**config.mk**
```make
export PLATFORM = sky130hd
export DESIGN_NAME = rrw_tail
export DESIGN_NICKNAME = d
export VERILOG_FILES = /design/src/assert_macros.svh /design/src/rrw_pkg.sv /design/src/rrw_tail.sv
export SDC_FILE = /design/constraint.sdc
export NUM_CORES = 1
export LEC_CHECK = 0
export ABC_AREA = 0
export BUFFER_PORTS_ARGS = -buffer_cell sky130_fd_sc_hd__buf_2
export CORE_MARGIN = 1.5
export CORE_UTILIZATION = 50
export CTS_BUF_LIST = sky130_fd_sc_hd__clkbuf_8 sky130_fd_sc_hd__clkbuf_16
export CTS_CLUSTER_DIAMETER = 60
export DETAILED_ROUTE_END_ITERATION = 6
export PLACE_DENSITY_LB_ADDON = 0.08
export SLEW_MARGIN = 20
export SYNTH_ARGS = -nofsm -noshare
export SYNTH_HDL_FRONTEND = slang
export SYNTH_SLANG_ARGS = --single-unit
```
**constraint.sdc**
```tcl
create_clock -name clk -period 16.1 [get_ports clk]
set_clock_uncertainty 0.1 [all_clocks]
set_input_delay 1.61 -clock clk [delete_from_list [all_inputs] [get_ports clk]]
set_output_delay 1.61 -clock clk [all_outputs]
set_load 0.005 [all_outputs]
```
**src/assert_macros.svh**
```systemverilog
// assertion macros used by the top-level rtl file
`ifndef ASSERT_MACROS_SVH
`define ASSERT_MACROS_SVH

// same-cycle implication, checked out of reset
`define RRW_ASSERT_NOW(lbl, ante, cons) \
    lbl: assert property (@(posedge clk) disable iff (!rst_n) (ante) |-> (cons)) \
        else $error("rrw assertion failed");

// next-cycle implication, checked out of reset
`define RRW_ASSERT_NEXT(lbl, ante, cons) \
    lbl: assert property (@(posedge clk) disable iff (!rst_n) (ante) |=> (cons)) \
        else $error("rrw assertion failed");

`endif

```
**src/rrw_pkg.sv**
```systemverilog
// package: codes, widths and types of the robust residual weighting block
`default_nettype none
package rrw_pkg;

    localparam int DATA_W = 32;
    localparam int CFG_IDX_W = 3;

    // weight kind codes
    localparam logic [1:0] KIND_UNIT    = 2'd0;
    localparam logic [1:0] KIND_STUDENT = 2'd1;
    localparam logic [1:0] KIND_TUKEY   = 2'd2;
    localparam logic [1:0] KIND_HUBER   = 2'd3;

    // configuration register indexes
    localparam logic [CFG_IDX_W-1:0] CFG_KIND  = 3'd0;
    localparam logic [CFG_IDX_W-1:0] CFG_SCALE = 3'd1;
    localparam logic [CFG_IDX_W-1:0] CFG_TUKEY = 3'd2;
    localparam logic [CFG_IDX_W-1:0] CFG_DOF   = 3'd3;
    localparam logic [CFG_IDX_W-1:0] CFG_HUBER = 3'd4;

    // per-item flags carried past the second divider
    typedef struct packed {
        logic force_one;
        logic force_zero;
        logic is_tukey;
    } side_t;

endpackage
`default_nettype wire

```
**src/rrw_tail.sv**
```systemverilog
// weight shaping after the second divide: clamp, tukey polynomial, final select
`default_nettype none
module rrw_tail #(
    parameter int FRAC_BITS = 16
) (
    input  wire logic             clk,
    input  wire logic             rst_n,
    input  wire logic             en,
    input  wire logic             in_valid,
    input  wire logic [FRAC_BITS:0] q,
    input  wire logic             sat,
    input  wire rrw_pkg::side_t   side,
    output logic                  out_valid,
    output logic [FRAC_BITS:0]    weight
);
    import rrw_pkg::*;

    localparam int W_W  = FRAC_BITS + 1;
    localparam int SQ_W = 2 * W_W;
    localparam logic [W_W-1:0] ONE = W_W'(2 ** FRAC_BITS);

    logic [W_W-1:0]  c1_reg, c2_reg, c3_reg, c4_reg;
    logic [SQ_W-1:0] qq_reg, tt_reg;
    logic [W_W-1:0]  t_reg;
    side_t           s1_reg, s2_reg, s3_reg, s4_reg;
    logic [4:0]      valid_reg;
    logic [W_W-1:0]  weight_reg;

    logic [W_W-1:0]  c_next;
    logic [SQ_W-FRAC_BITS-1:0] r_full;
    logic [W_W-1:0]  r_next;
    logic [W_W-1:0]  w_next;

    assign c_next = (sat || q > ONE) ? ONE : q;

    // r = q*q >> frac, held at one
    assign r_full = qq_reg[SQ_W-1:FRAC_BITS];
    assign r_next = (r_full > (SQ_W-FRAC_BITS)'(ONE)) ? ONE : W_W'(r_full);

    always_comb
    begin
        if (s4_reg.force_zero)
        begin
            w_next = '0;
        end
        else if (s4_reg.force_one)
        begin
            w_next = ONE;
        end
        else if (s4_reg.is_tukey)
        begin
            w_next = tt_reg[FRAC_BITS+W_W-1:FRAC_BITS];
        end
        else
        begin
            w_next = c4_reg;
        end
    end

    always_ff @(posedge clk or negedge rst_n)
    begin
        if (!rst_n)
        begin
            valid_reg <= '0;
        end
        else if (en)
        begin
            valid_reg <= {valid_reg[3:0], in_valid};
        end
    end

    always_ff @(posedge clk)
    begin
        if (en)
        begin
            c1_reg     <= c_next;
            s1_reg     <= side;
            qq_reg     <= SQ_W'(c1_reg) * SQ_W'(c1_reg);
            c2_reg     <= c1_reg;
            s2_reg     <= s1_reg;
            t_reg      <= ONE - r_next;
            c3_reg     <= c2_reg;
            s3_reg     <= s2_reg;
            tt_reg     <= SQ_W'(t_reg) * SQ_W'(t_reg);
            c4_reg     <= c3_reg;
            s4_reg     <= s3_reg;
            weight_reg <= w_next;
        end
    end

    assign out_valid = valid_reg[4];
    assign weight    = weight_reg;

endmodule
`default_nettype wire

```
# Yosys cells after proc, flatten, opt, wreduce, memory -nomap -nowiden
# Cells that the tools add are included.
[totals]
ff_bits = 186
out_inout_bits = 18
word_cells = 32
[classes]
n_lt_le_gt_ge = 2
mul = 2
addsub = 1
n_mux = 3
reduce_logical = 2
[op_table]
columns = ["cell", "n"]
rows = [
  ["17-bit two-way mux", 3],
  ["17-bit by 17-bit multiplier with 34-bit output", 1],
  ["17-bit by 17-bit multiplier with 33-bit output", 1],
  ["18-bit by 17-bit > comparator with 1-bit output, second input constant", 1],
  ["17-bit > comparator, second input constant", 1],
  ["17-bit subtractor, first input constant", 1],
  ["2-bit OR reduction", 1],
  ["1-bit logical OR", 1],
]

# Logic depth before layout (Yosys ltp)
[depth]
ltp_word = 3
ltp_mapped = 22
depth_no_buf = 22

# Worst setup path after synthesis
# Ideal clock, no wire load.
[synth_timing]
path_kind = "register -> register"
start = "register c1_reg[7]"
end = "register qq_reg[30], data pin"
path_buffers = 1
path_slack_ns = 10.090
t_arrival_ns = 5.644
stages_incl_launch_ff = 22
required_ns = 15.735
path_cell_list = "edfxtp_1 > clkbuf_1 > nand2_1 > fa_1 > inv_1 > fa_1 > inv_1 > fa_1 > inv_1 > fa_1 > fa_1 > inv_1 > fa_1 > inv_1 > ha_1 > a21o_1 > a21oi_1 > o21bai_1 > or3b_2 > o22ai_1 > o21ai_0 > xor2_1"
[synth_between]
elab_chain_len = 1
[synth_rtl]
columns = ["element", "line_no", "text"]
rows = [
  ["from (decl)", "rrw_tail.sv:22", "logic [W_W-1:0] c1_reg, c2_reg, c3_reg, c4_reg;"],
  ["from (signal assigned)", "rrw_tail.sv:76", "c1_reg <= c_next;"],
  ["17-bit by 17-bit multiplier with 34-bit output", "rrw_tail.sv:78", "qq_reg <= SQ_W'(c1_reg) * SQ_W'(c1_reg);"],
  ["to (signal assigned)", "rrw_tail.sv:78", ""],
  ["to (decl)", "rrw_tail.sv:23", "logic [SQ_W-1:0] qq_reg, tt_reg;"],
]
# Every way passes these cells.
# A chain may end at the register's enable or synchronous reset.

# Worst setup path in the final report
[layout_timing]
start = "register c1_reg[11]"
end = "register qq_reg[31], data pin"
# The elaborated chain is that of the path after synthesis.

==> summary.md <==
| Metric | Value |
|---|---|
| Row Count | `75` |
| CTS root buf | `clkbuf_16` |
| Startpoint Class | `flip-flop` |
| Cts bufs inserted | `17` |
| Resize count post-CTS | `0` |
| Max frequency | `140.3 MHz` |
| Cell breakdown of the critical path | `inv_1 > nor2_1 > fa_1 > inv_1 > fa_1 > fa_1 > inv_1 > fa_1 > fa_1 > inv_1 > fa_1 > inv_1 > ha_1 > a21oi_1 > o21ai_0 > a211oi_1 > o21ai_0 > o21ai_0 > o31ai_1 > xor2_1` |
| Worst-path cell with the longest stage delay | `edfxtp_1` |
| R2R setup slack | `8970 ps` |
| Max-slew headroom | `34.36%` |
| Sum of negative setup slack | `0 ps` |
| Clock Path Buffers | `2` |
| M1 wire length | `20350 um` |
| Clk sink count | `154` |
| WL met2 | `24070 um` |
| DRT iter0 DRCs | `724` |
| Synth Instances | `2122` |
| Via Count | `14040` |
| CTS Hold Bufs | `0` |
| DIE AREA | `44400 sq um` |
| Status | `complete, no violations` |
| PnR worst setup slack | `8971 ps` |
| Remaining antenna violation count after routing | `0` |
| CP required | `16190 ps` |
| Seq/Total Area, Yosys | `21.32%` |
| Slew @ Worst Pin | `984.6 ps` |
| Initial antenna violation count | `0` |
| H-Tree Depth | `4` |
| Largest net degree at the start of global routing | `83` |
| Fin. Hold Viols | `0` |
| Slowest cell delay on critical path | `790 ps` |
| Max FFs per register | `18` |
| Period utilisation layout | `44.28%` |
| Synth top area cells | `fa_1, edfxtp_1, ha_1` |
| Synth-to-layout area growth | `6.136%` |
| Register bit total from synthesis | `154` |
| CTS tree | `done` |
| Gr usage total | `22.64%` |
| # setup viols final | `0` |
| CP max FO | `14` |
| Uppermost layer routed | `met4` |
| Most common cell on crit path | `fa_1` |
| Post-synthesis cell area | `21570 sq um` |
| Share of cells above drive strength 1 | `4.704%` |
| # diodes | `0` |
| Crit path capture type | `flip-flop` |
| Number of port buffers | `42` |
| Total core area | `42230 sq um` |
| RSZ-0062 raised after global routing | `no` |
| Vias in the first global route | `15410` |
| Die Ht | `210.7 um` |
| Final instance area | `22900 sq um` |
| GRT overflow | `0` |
| Final Critical Period | `7129 ps` |
| RR Endpoint | `qq_reg[31]` |
| Syn_area_per_cell | `10.17 sq um` |
| Avg WL per Cell | `17.38 um` |
| Most frequent cells in the layout | `inv_1, fa_1, ha_1` |
| Post-synth EDFFs | `149` |
| Area after DPL | `22280 sq um` |
| Ports | `43` |
| WL final | `46670 um` |
| Most used DFF post-synth | `edfxtp_1` |
| Final Net Count | `2754` |
| Critical path class | `flip-flop to flip-flop` |
| Hpwl dp | `37820 um` |
| Asr flop ratio synth | `3.247%` |
| Syn_nets | `2742` |
| Post-route DRC | `0` |
| GP Congestion | `0.8481` |
| Class of the most critical hold timing path | `flip-flop to flip-flop` |
| Filler Cells Inserted | `3784` |
| Met3 wire length | `1594 um` |
| Max-Cap Viols | `0` |
| Worst setup path end | `qq_reg[31]` |
| Reg2Reg Launch Point | `c1_reg[11]` |
| First-pass GRT wire length | `77980 um` |
| Clk pin slew, worst setup/hold paths | `70 ps` |
| DR pass1 iterations | `5` |
| Post-DR vias/cell | `5.228` |
| Pre-CTS setup slack | `8951 ps` |
| Post-synth top area share | `34.89%` |
| Slew Viols, Final | `0` |
| Crit path launch | `c1_reg[11]` |
| Postcts setup bufs | `0` |
| Chip width | `210.7 um` |
| Post-synthesis cell type count | `58` |
| CP Data Arrival Time | `7220 ps` |
| Post-synth top area cell | `fa_1` |
| Starting Density | `51.08%` |
| Multi-input combinational cell area | `14770 sq um` |
| Warnings, synthesis | `0` |
| Register area | `4599 sq um` |
| Skew-Pair Late Insertion Delay | `460 ps` |
| Commonest non-fill, non-tap cell in the layout | `inv_1` |
| R2R depth | `20` |
[worst max-delay path: cells and delay by family (launching register included)]
family / cells / cell delay (ps)
adder cells (fa/ha/maj): 7 / 3200
XOR/XNOR: 1 / 160
AO/OA/AOI/OAI: 6 / 1760
buffers and inverters: 5 / 600
flip-flops: 1 / 790
AND/OR/NAND/NOR: 1 / 270
[how the worst min path moves through the flow]
stage | slack, ps | end | startpoint | cells after the start
finish | 310 | c4_reg[0] | c3_reg[0] | 0
global route | 330 | c4_reg[4] | c3_reg[4] | 0
CTS | 320 | c4_reg[0] | c3_reg[0] | 0
detailed placement | 300 | c3_reg[2] | c2_reg[2] | 0
global placement | 300 | c4_reg[15] | c3_reg[15] | 0
floorplan | 300 | c3_reg[0] | c2_reg[0] | 0
[area by class of cell]
class                           instances  share of cell area [%]
Clock buffer                           18                   1.918
Multi-Input combinational cell       1381                   64.49
Tap cell                              539                   2.946
Inverter                              537                   8.804
Clock inverter                         14                  0.7760
Timing Repair Buffer                   43                  0.9782
Sequential cell                       154                   20.09
[metrics by stage]
| stage | cells | utilization [%] | hold WS [ps] |
|---|---|---|---|
| floorplan | 2122 | - | 300.3 |
| CTS | 2686 | 54.21 | 317.1 |
| global route | 2686 | 54.22 | 325.7 |
| global placement | 2654 | 52.75 | 301.5 |
| finish | 2686 | 54.22 | 314.2 |
| detailed placement | 2654 | 52.75 | 304.5 |
[routing by layer]
metal,vias to the layer above,GRT usage (%)
li1,6592,-
met1,7185,29.87
met2,225,40.00
met3,41,2.721
met4,0,5.222
met5,-,0
[synth_stat cells, drive strengths merged (3+ instances only)]
cell type,count
nor2,75
xnor2,44
o21bai,11
inv,537
a31oi,7
o211ai,5
or3,9
o21a,11
o21ai,40
a21o,16
nand2,205
mux2i,16
nand2b,3
and2,129
nor3,12
o31ai,4
a21boi,5
edfxtp,149
clkbuf,49
a211oi,9
or2,10
xor2,23
a21oi,70
mux2,7
dfrtp,5
nor2b,9
nand3,10
ha,219
and3,8
nor4,7
fa,376
nand4,11
[kinds of logic after synthesis]
logic type      Yosys count  synth area share, %
compound gates          202                5.905
xor+xnor                 67                2.720
fa+ha+maj               595                47.60
buf+inv                 587                10.25
flops                   154                21.32
mux                      23                1.108
simple gates            494                11.10
Power is not shown: default switching activity piles up to over one toggle a cycle in this logic, so the estimate is an artifact.
