===== src/assert_macros.svh =====
// assertion macros used by the top-level rtl file
`ifndef ASSERT_MACROS_SVH
`define ASSERT_MACROS_SVH

// same-cycle implication, checked out of reset
`define RRW_ASSERT_NOW(lbl, ante, cons) \
    lbl: assert property (@(posedge clk) disable iff (!rst_n) (ante) |-> (cons)) \
        else $error("rrw assertion failed");

// next-cycle implication, checked out of reset
`define RRW_ASSERT_NEXT(lbl, ante, cons) \
    lbl: assert property (@(posedge clk) disable iff (!rst_n) (ante) |=> (cons)) \
        else $error("rrw assertion failed");

`endif


===== src/rrw_div.sv =====
// pipelined restoring divider, one quotient bit per stage, with overflow flag
`default_nettype none
module rrw_div #(
    parameter int NUM_W  = 48,
    parameter int DEN_W  = 32,
    parameter int Q_W    = 32,
    parameter int SIDE_W = 1
) (
    input  wire logic              clk,
    input  wire logic              rst_n,
    input  wire logic              en,
    input  wire logic              in_valid,
    input  wire logic [NUM_W-1:0]  num,
    input  wire logic [DEN_W-1:0]  den,
    input  wire logic [SIDE_W-1:0] side_in,
    output logic                   out_valid,
    output logic [Q_W-1:0]         q,
    output logic                   sat,
    output logic [SIDE_W-1:0]      side_out
);
    localparam int HI_W  = NUM_W - Q_W;
    localparam int CMP_W = (HI_W > DEN_W) ? HI_W : DEN_W;

    logic              valid_reg [0:Q_W];
    logic [DEN_W-1:0]  rem_reg   [0:Q_W];
    logic [Q_W-1:0]    lo_reg    [0:Q_W];
    logic [Q_W-1:0]    quo_reg   [0:Q_W];
    logic [DEN_W-1:0]  den_reg   [0:Q_W];
    logic              sat_reg   [0:Q_W];
    logic [SIDE_W-1:0] side_reg  [0:Q_W];

    logic [HI_W-1:0] num_hi;
    logic            sat_next;

    assign num_hi   = num[NUM_W-1:Q_W];
    // quotient does not fit in Q_W bits
    assign sat_next = CMP_W'(num_hi) >= CMP_W'(den);

    always_ff @(posedge clk or negedge rst_n)
    begin
        if (!rst_n)
        begin
            valid_reg[0] <= 1'b0;
        end
        else if (en)
        begin
            valid_reg[0] <= in_valid;
        end
    end

    always_ff @(posedge clk)
    begin
        if (en)
        begin
            rem_reg[0]  <= DEN_W'(num_hi);
            lo_reg[0]   <= num[Q_W-1:0];
            quo_reg[0]  <= '0;
            den_reg[0]  <= den;
            sat_reg[0]  <= sat_next;
            side_reg[0] <= side_in;
        end
    end

    for (genvar k = 1; k <= Q_W; k++)
    begin : g_step
        logic [DEN_W:0] trial;
        logic [DEN_W:0] diff;
        logic           qbit;
        logic [DEN_W-1:0] rem_next;

        assign trial    = {rem_reg[k-1], lo_reg[k-1][Q_W-1]};
        assign diff     = trial - {1'b0, den_reg[k-1]};
        assign qbit     = ~diff[DEN_W];
        assign rem_next = qbit ? diff[DEN_W-1:0] : trial[DEN_W-1:0];

        always_ff @(posedge clk or negedge rst_n)
        begin
            if (!rst_n)
            begin
                valid_reg[k] <= 1'b0;
            end
            else if (en)
            begin
                valid_reg[k] <= valid_reg[k-1];
            end
        end

        always_ff @(posedge clk)
        begin
            if (en)
            begin
                rem_reg[k]  <= rem_next;
                lo_reg[k]   <= {lo_reg[k-1][Q_W-2:0], 1'b0};
                quo_reg[k]  <= {quo_reg[k-1][Q_W-2:0], qbit};
                den_reg[k]  <= den_reg[k-1];
                sat_reg[k]  <= sat_reg[k-1];
                side_reg[k] <= side_reg[k-1];
            end
        end
    end

    assign out_valid = valid_reg[Q_W];
    assign q         = quo_reg[Q_W];
    assign sat       = sat_reg[Q_W];
    assign side_out  = side_reg[Q_W];

endmodule
`default_nettype wire


===== config.mk =====
export PLATFORM = sky130hd
export DESIGN_NAME = rrw_div
export DESIGN_NICKNAME = d
export VERILOG_FILES = /design/src/assert_macros.svh /design/src/rrw_div.sv
export SDC_FILE = /design/constraint.sdc
export NUM_CORES = 2
export LEC_CHECK = 0
export BUFFER_PORTS_ARGS = -buffer_cell sky130_fd_sc_hd__buf_4
export CORE_ASPECT_RATIO = 0.8
export CORE_MARGIN = 8
export CORE_UTILIZATION = 25
export CTS_BUF_LIST = sky130_fd_sc_hd__clkbuf_8 sky130_fd_sc_hd__clkbuf_16
export DETAILED_ROUTE_END_ITERATION = 7
export HOLD_SLACK_MARGIN = 0.08
export SYNTH_ARGS = -nofsm -noshare
export SYNTH_HDL_FRONTEND = slang
export SYNTH_MEMORY_MAX_BITS = 65536
export SYNTH_SLANG_ARGS = --single-unit

===== constraint.sdc =====
create_clock -name clk -period 3.7 [get_ports clk]
set_input_delay 0.555 -clock clk [delete_from_list [all_inputs] [get_ports clk]]
set_output_delay 0.555 -clock clk [all_outputs]
set_load 0.02 [all_outputs]

# Word level (Yosys, flattened, before mapping)
# Memories as Yosys holds them, arrays and structs flattened.
# Index checks and enable logic that the tools add are counted.
# totals
regBits	33
latch_bits	0
ramBits	4290
romBits	0
input_bits	85
out_inout_bits	35
word_cells	138
memories	6
# memory_table
memory	words	word_bits	read_ports	rd_clocked_by_memory_dff	write_ports	line	source
den_reg	33	32	32	0	33	rrw_div.sv:28	logic [DEN_W-1:0] den_reg [0:Q_W];
lo_reg	33	32	32	0	33	rrw_div.sv:26	logic [Q_W-1:0] lo_reg [0:Q_W];
quo_reg	33	32	33	0	33	rrw_div.sv:27	logic [Q_W-1:0] quo_reg [0:Q_W];
rem_reg	33	32	32	0	33	rrw_div.sv:25	logic [DEN_W-1:0] rem_reg [0:Q_W];
sat_reg	33	1	33	0	33	rrw_div.sv:29	logic sat_reg [0:Q_W];
side_reg	33	1	33	0	33	rrw_div.sv:30	logic [SIDE_W-1:0] side_reg [0:Q_W];
# op_classes
add_sub_neg	32
mul	0
div_mod_pow	0
n_lt_le_gt_ge	1
eq_ne	0
shifts	0
muxes	34
bitwise	32
n_reduce_logical	0
# op_table
operator	n
$sub 33x32->33	32
$mux 32	32
$ge 16x32->1	1
$not 1->1	32
$mux 1	2

# Logic depth before layout (Yosys ltp)
# depth
depth_word	2
ltp_mapped	16

# Worst setup path after synthesis
# No wires, ideal clock.
# synth_path
kind	register to register
from	memory lo_reg[30][31] (netlist: lo_reg[0][991])
to	memory rem_reg[31][8] (netlist: rem_reg[0][1000]), data pin
arrival_ps	3621
required_time_ps	3440
setup_slack_ps	-181
stages_incl_launch_ff	16
path_buffers	1
path_cell_list	edfxtp_1 > inv_1 > ha_1 > inv_1 > fa_1 > a21oi_1 > o21ai_1 > o221a_2 > o41ai_1 > o31ai_1 > a41o_1 > nand4_1 > nand2_1 > xor2_2 > buf_2 > mux2_2
# synth_lines
item	line
start, declared	rrw_div.sv:26
end, declared	rrw_div.sv:25

==> impl_metrics.json <==
{
  "clock_tree.buffer_depth": 4,
  "final_layout_size_suffix_gt1_frac": 0.255,
  "cp_common_cell": "sky130_fd_sc_hd__buf_4",
  "synthArstFlopShare": 0.0104,
  "critical_register_to_register_path_endpoint": "rem_reg[0][372]$_DFFE_PP_",
  "cts_root_buffer": "sky130_fd_sc_hd__clkbuf_16",
  "failed_checks": "negative setup slack",
  "cp_data_required_time_ns": 4.40,
  "layout.cell_area.non_filler_um2": 203000,
  "report.final.slew_viol_count": 0,
  "syn_avg_cell_area_um2": 13.1,
  "report.final.hold_viol_count": 0,
  "worstPathCellList": "inv_2 > ha_4 > fa_2 > nor2b_2 > o21ai_2 > a21boi_2 > o41a_1 > o31a_1 > a31o_2 > a2111oi_4 > buf_4 > o31ai_4 > a21oi_4 > xnor2_4 > clkbuf_16 > buf_4 > mux2_2",
  "routed_wire_length_per_instance_um": 15.0,
  "drc": 0,
  "finalCriticalPeriod_ns": 4.07,
  "die_h_um": 731,
  "total_gr_overflow": 0,
  "final_net_count": 15304,
  "worst_slew_margin_rel": 0.429,
  "r2r_setup_slack_ns": -0.37,
  "synth.lib_cells_used.distinct": 95,
  "std_cell_rows": 262,
  "synth_enable_flop_cells": 3154,
  "crit_arrival_ns": 4.77,
  "cts.htree.levels": 5,
  "power_per_cell_area_nw_per_um2": 948,
  "design.die.area_um2": 666000,
  "ir_drop_mv": 0.558,
  "skew_final_ns": 0.0578,
  "largest_register_ff_count": 1024,
  "cpLargestDelayFamily": "compound AO/OA/AOI/OAI gates",
  "timing.final.setup_violations": 325,
  "final.setup.worst_slack_ns": -0.374,
  "grt_setup_unrepaired": "true",
  "clock-sinks": 3187,
  "layout.core_utilization": 0.319,
  "final_antenna_net_count": 0,
  "ff2ff_path_depth": 17,
  "status": "complete, but fails checks",
  "timing_worst_slew_pin_value_ns": 0.856,
  "clock_latency_ns": 0.97,
  "vias": 99792,
  "final.hold.worst_slack_ns": 0.285,
  "min_delay_worst_endpoint": "lo_reg[0][2]$_DFFE_PP_",
  "worst_r2r_startpoint": "lo_reg[0][351]$_DFFE_PP_",
  "grt_antenna_before_repair": 4,
  "postSynthCellCount": 12228,
  "grt_start_max_net_pins": 124,
  "crit_path_start": "lo_reg[0][351]$_DFFE_PP_",
  "tritoncts": "done",
  "boundaryPins": 120,
  "worstSetupEndpointType": "flop",
  "tritoncts.num_buffers": 350,
  "critPathKind": "flop to flop",
  "port-buffer-count": 119,
  "synthFlopType": "sky130_fd_sc_hd__edfxtp_1",
  "detail_route.iter0.violations": 6354,
  "via_per_inst": 4.36,
  "place_area_um2": 181000,
  "die_width_um": 910,
  "max_cap_violations": 0,
  "gr-usage-all-layers": 0.0974,
  "hold_path_depth": 2,
  "max_clock_freq_mhz": 245,
  "gp_routability_congestion": 0.846,
  "wirelength_um": 342000,
  "hp-class": "input port to flop",
  "cp.buffers_inverters": 4,
  "first_global_vias": 100103,
  "synth_sequential_area_ratio": 0.597,
  "area_growth_pct": 27.2,
  "worst_hold_startpoint": "num[2]",
  "number_of_register_bits_inferred_by_synthesis": 3187,
  "initial_core_utilization": 0.251,
  "synthesis.area_um2": 160000,
  "leakage_power_uw": 0.0833,
  "dp.final_hpwl_um": 229000,
  "worstPathMaxFanout": 4,
  "critical-path-max-stage-delay_ns": 0.42,
  "first_pass_grt_wire_length_um": 538000,
  "drtPass1Iterations": 6,
  "yosysWarningCount": 0,
  "cts.clk_slew.worst_paths_ns": 0.06,
  "core_area_um2": 637000,
  "critical_path.startpoint_type": "flop",
  "portion_of_the_clock_cycle_consumed_by_the_worst_path_in_the_final_layout": 1.10,
  "slowest_stage": "sky130_fd_sc_hd__o41a_1"
}
==> stage by stage <==
step / TNS, ns / setup WS (ns) / std cells / total power [uW]
2_1_floorplan: -2.08 / -0.0378 / 12234 / 110000
3_3_place_gp: -281.27 / -0.795 / 21818 / 133000
3_5_place_dp: -298.28 / -0.685 / 21818 / 134000
4_1_cts: -44.39 / -0.349 / 22806 / 187000
5_1_grt: -113.31 / -0.511 / 22902 / 205000
6_report: -37.67 / -0.374 / 22902 / 193000
==> layout by cell type (no fill, tap or decap), drive strengths merged, types with 374 or more instances in the layout <==
cell type	n
ha	1024
a21o	492
buf	1727
inv	1364
clkbuf	374
nor2	541
nand2	490
edfxtp	3154
xnor2	581
mux2	878
o21ai	524
a21oi	825
==> Yosys cell counts (92+ instances only) <==
library cell                  n  area [um2]
sky130_fd_sc_hd__o21a_1     151        1130
sky130_fd_sc_hd__edfxtp_1  3154       94700
sky130_fd_sc_hd__mux2_2     850        9570
sky130_fd_sc_hd__nor3_1      92         460
sky130_fd_sc_hd__ha_1      1024       12800
sky130_fd_sc_hd__nand2b_1   148         926
sky130_fd_sc_hd__o21ai_0    508        2540
sky130_fd_sc_hd__a31oi_1    120         751
sky130_fd_sc_hd__a21o_1     492        3690
sky130_fd_sc_hd__nor2_1     541        2030
sky130_fd_sc_hd__nor2b_1    135         845
sky130_fd_sc_hd__clkbuf_1   151         567
sky130_fd_sc_hd__xnor2_1    580        5080
sky130_fd_sc_hd__nand2_1    490        1840
sky130_fd_sc_hd__inv_1     1271        4770
sky130_fd_sc_hd__xor2_1     274        2400
sky130_fd_sc_hd__a21oi_1    824        4120
sky130_fd_sc_hd__nand3_1    151         756
sky130_fd_sc_hd__nand4_1    112         701
==> cells by family after synthesis <==
family / after synthesis / synth area share
multiplexers: 947 / 0.0668
flip-flops: 3187 / 0.597
other: 1 / 0.0000234
XOR/XNOR: 857 / 0.0471
AND/OR/NAND/NOR: 1931 / 0.0587
AO/OA/AOI/OAI: 2727 / 0.109
adder cells (fa/ha/maj): 1055 / 0.0840
buffers and inverters: 1523 / 0.0371
==> where the power goes <==
part | total, uW | switching, uW | internal, uW
Sequential | 57100 | 5020 | 52100
Clock | 34800 | 15000 | 19800
Combinational | 101000 | 45200 | 55600
==> per-layer routing <==
| layer | share of wire | vias to the layer above | global-route usage |
|---|---|---|---|
| li1 | - | 49278 | - |
| met1 | 0.47 | 48083 | 0.132 |
| met2 | 0.46 | 1825 | 0.160 |
| met3 | 0.042 | 606 | 0.0145 |
| met4 | 0.032 | 0 | 0.0288 |
| met5 | 0 | - | 0 |
==> cell type report <==
type	instances	area (um2)
clock inverters	283	2590
well taps	8448	10600
multi-input cells	7524	64000
inverters	1272	4770
fillers	62395	434000
clock buffers	357	8920
diodes	2	5.00
repair buffers	1829	17000
flip-flops and latches	3187	95500
==> worst register-to-register path, stage by stage, from the launching register on <==
cell	delay, ns
sky130_fd_sc_hd__edfxtp_1	0.38
sky130_fd_sc_hd__inv_2	0.09
sky130_fd_sc_hd__ha_4	0.16
sky130_fd_sc_hd__fa_2	0.22
sky130_fd_sc_hd__nor2b_2	0.05
sky130_fd_sc_hd__o21ai_2	0.17
sky130_fd_sc_hd__a21boi_2	0.09
sky130_fd_sc_hd__o41a_1	0.42
sky130_fd_sc_hd__o31a_1	0.36
sky130_fd_sc_hd__a31o_2	0.31
sky130_fd_sc_hd__a2111oi_4	0.30
sky130_fd_sc_hd__buf_4	0.20
sky130_fd_sc_hd__o31ai_4	0.07
sky130_fd_sc_hd__a21oi_4	0.20
sky130_fd_sc_hd__xnor2_4	0.19
sky130_fd_sc_hd__clkbuf_16	0.21
sky130_fd_sc_hd__buf_4	0.11
sky130_fd_sc_hd__mux2_2	0.32
==> what timing repair did <==
item | CTS | global route
buffers inserted | 208 | 124
setup endpoints to repair | 974 | 970
hold endpoints to repair | 121 | 0
gates cloned | 63 | 21
pin swaps | 222 | 283
hold buffers | 86 | 0
gates resized for setup | 784 | 744
==> worst max path at each step <==
stage | to | slack, ns | cells after the start
2_1_floorplan | rem_reg[0][772]$_DFFE_PP_ | -0.04 | 14
3_3_place_gp | rem_reg[0][706]$_DFFE_PP_ | -0.80 | 16
3_5_place_dp | rem_reg[0][709]$_DFFE_PP_ | -0.69 | 16
4_1_cts | rem_reg[0][378]$_DFFE_PP_ | -0.35 | 17
5_1_grt | rem_reg[0][383]$_DFFE_PP_ | -0.51 | 17
6_report | rem_reg[0][372]$_DFFE_PP_ | -0.37 | 17
Note: power is estimated with default switching activity, not from simulation.
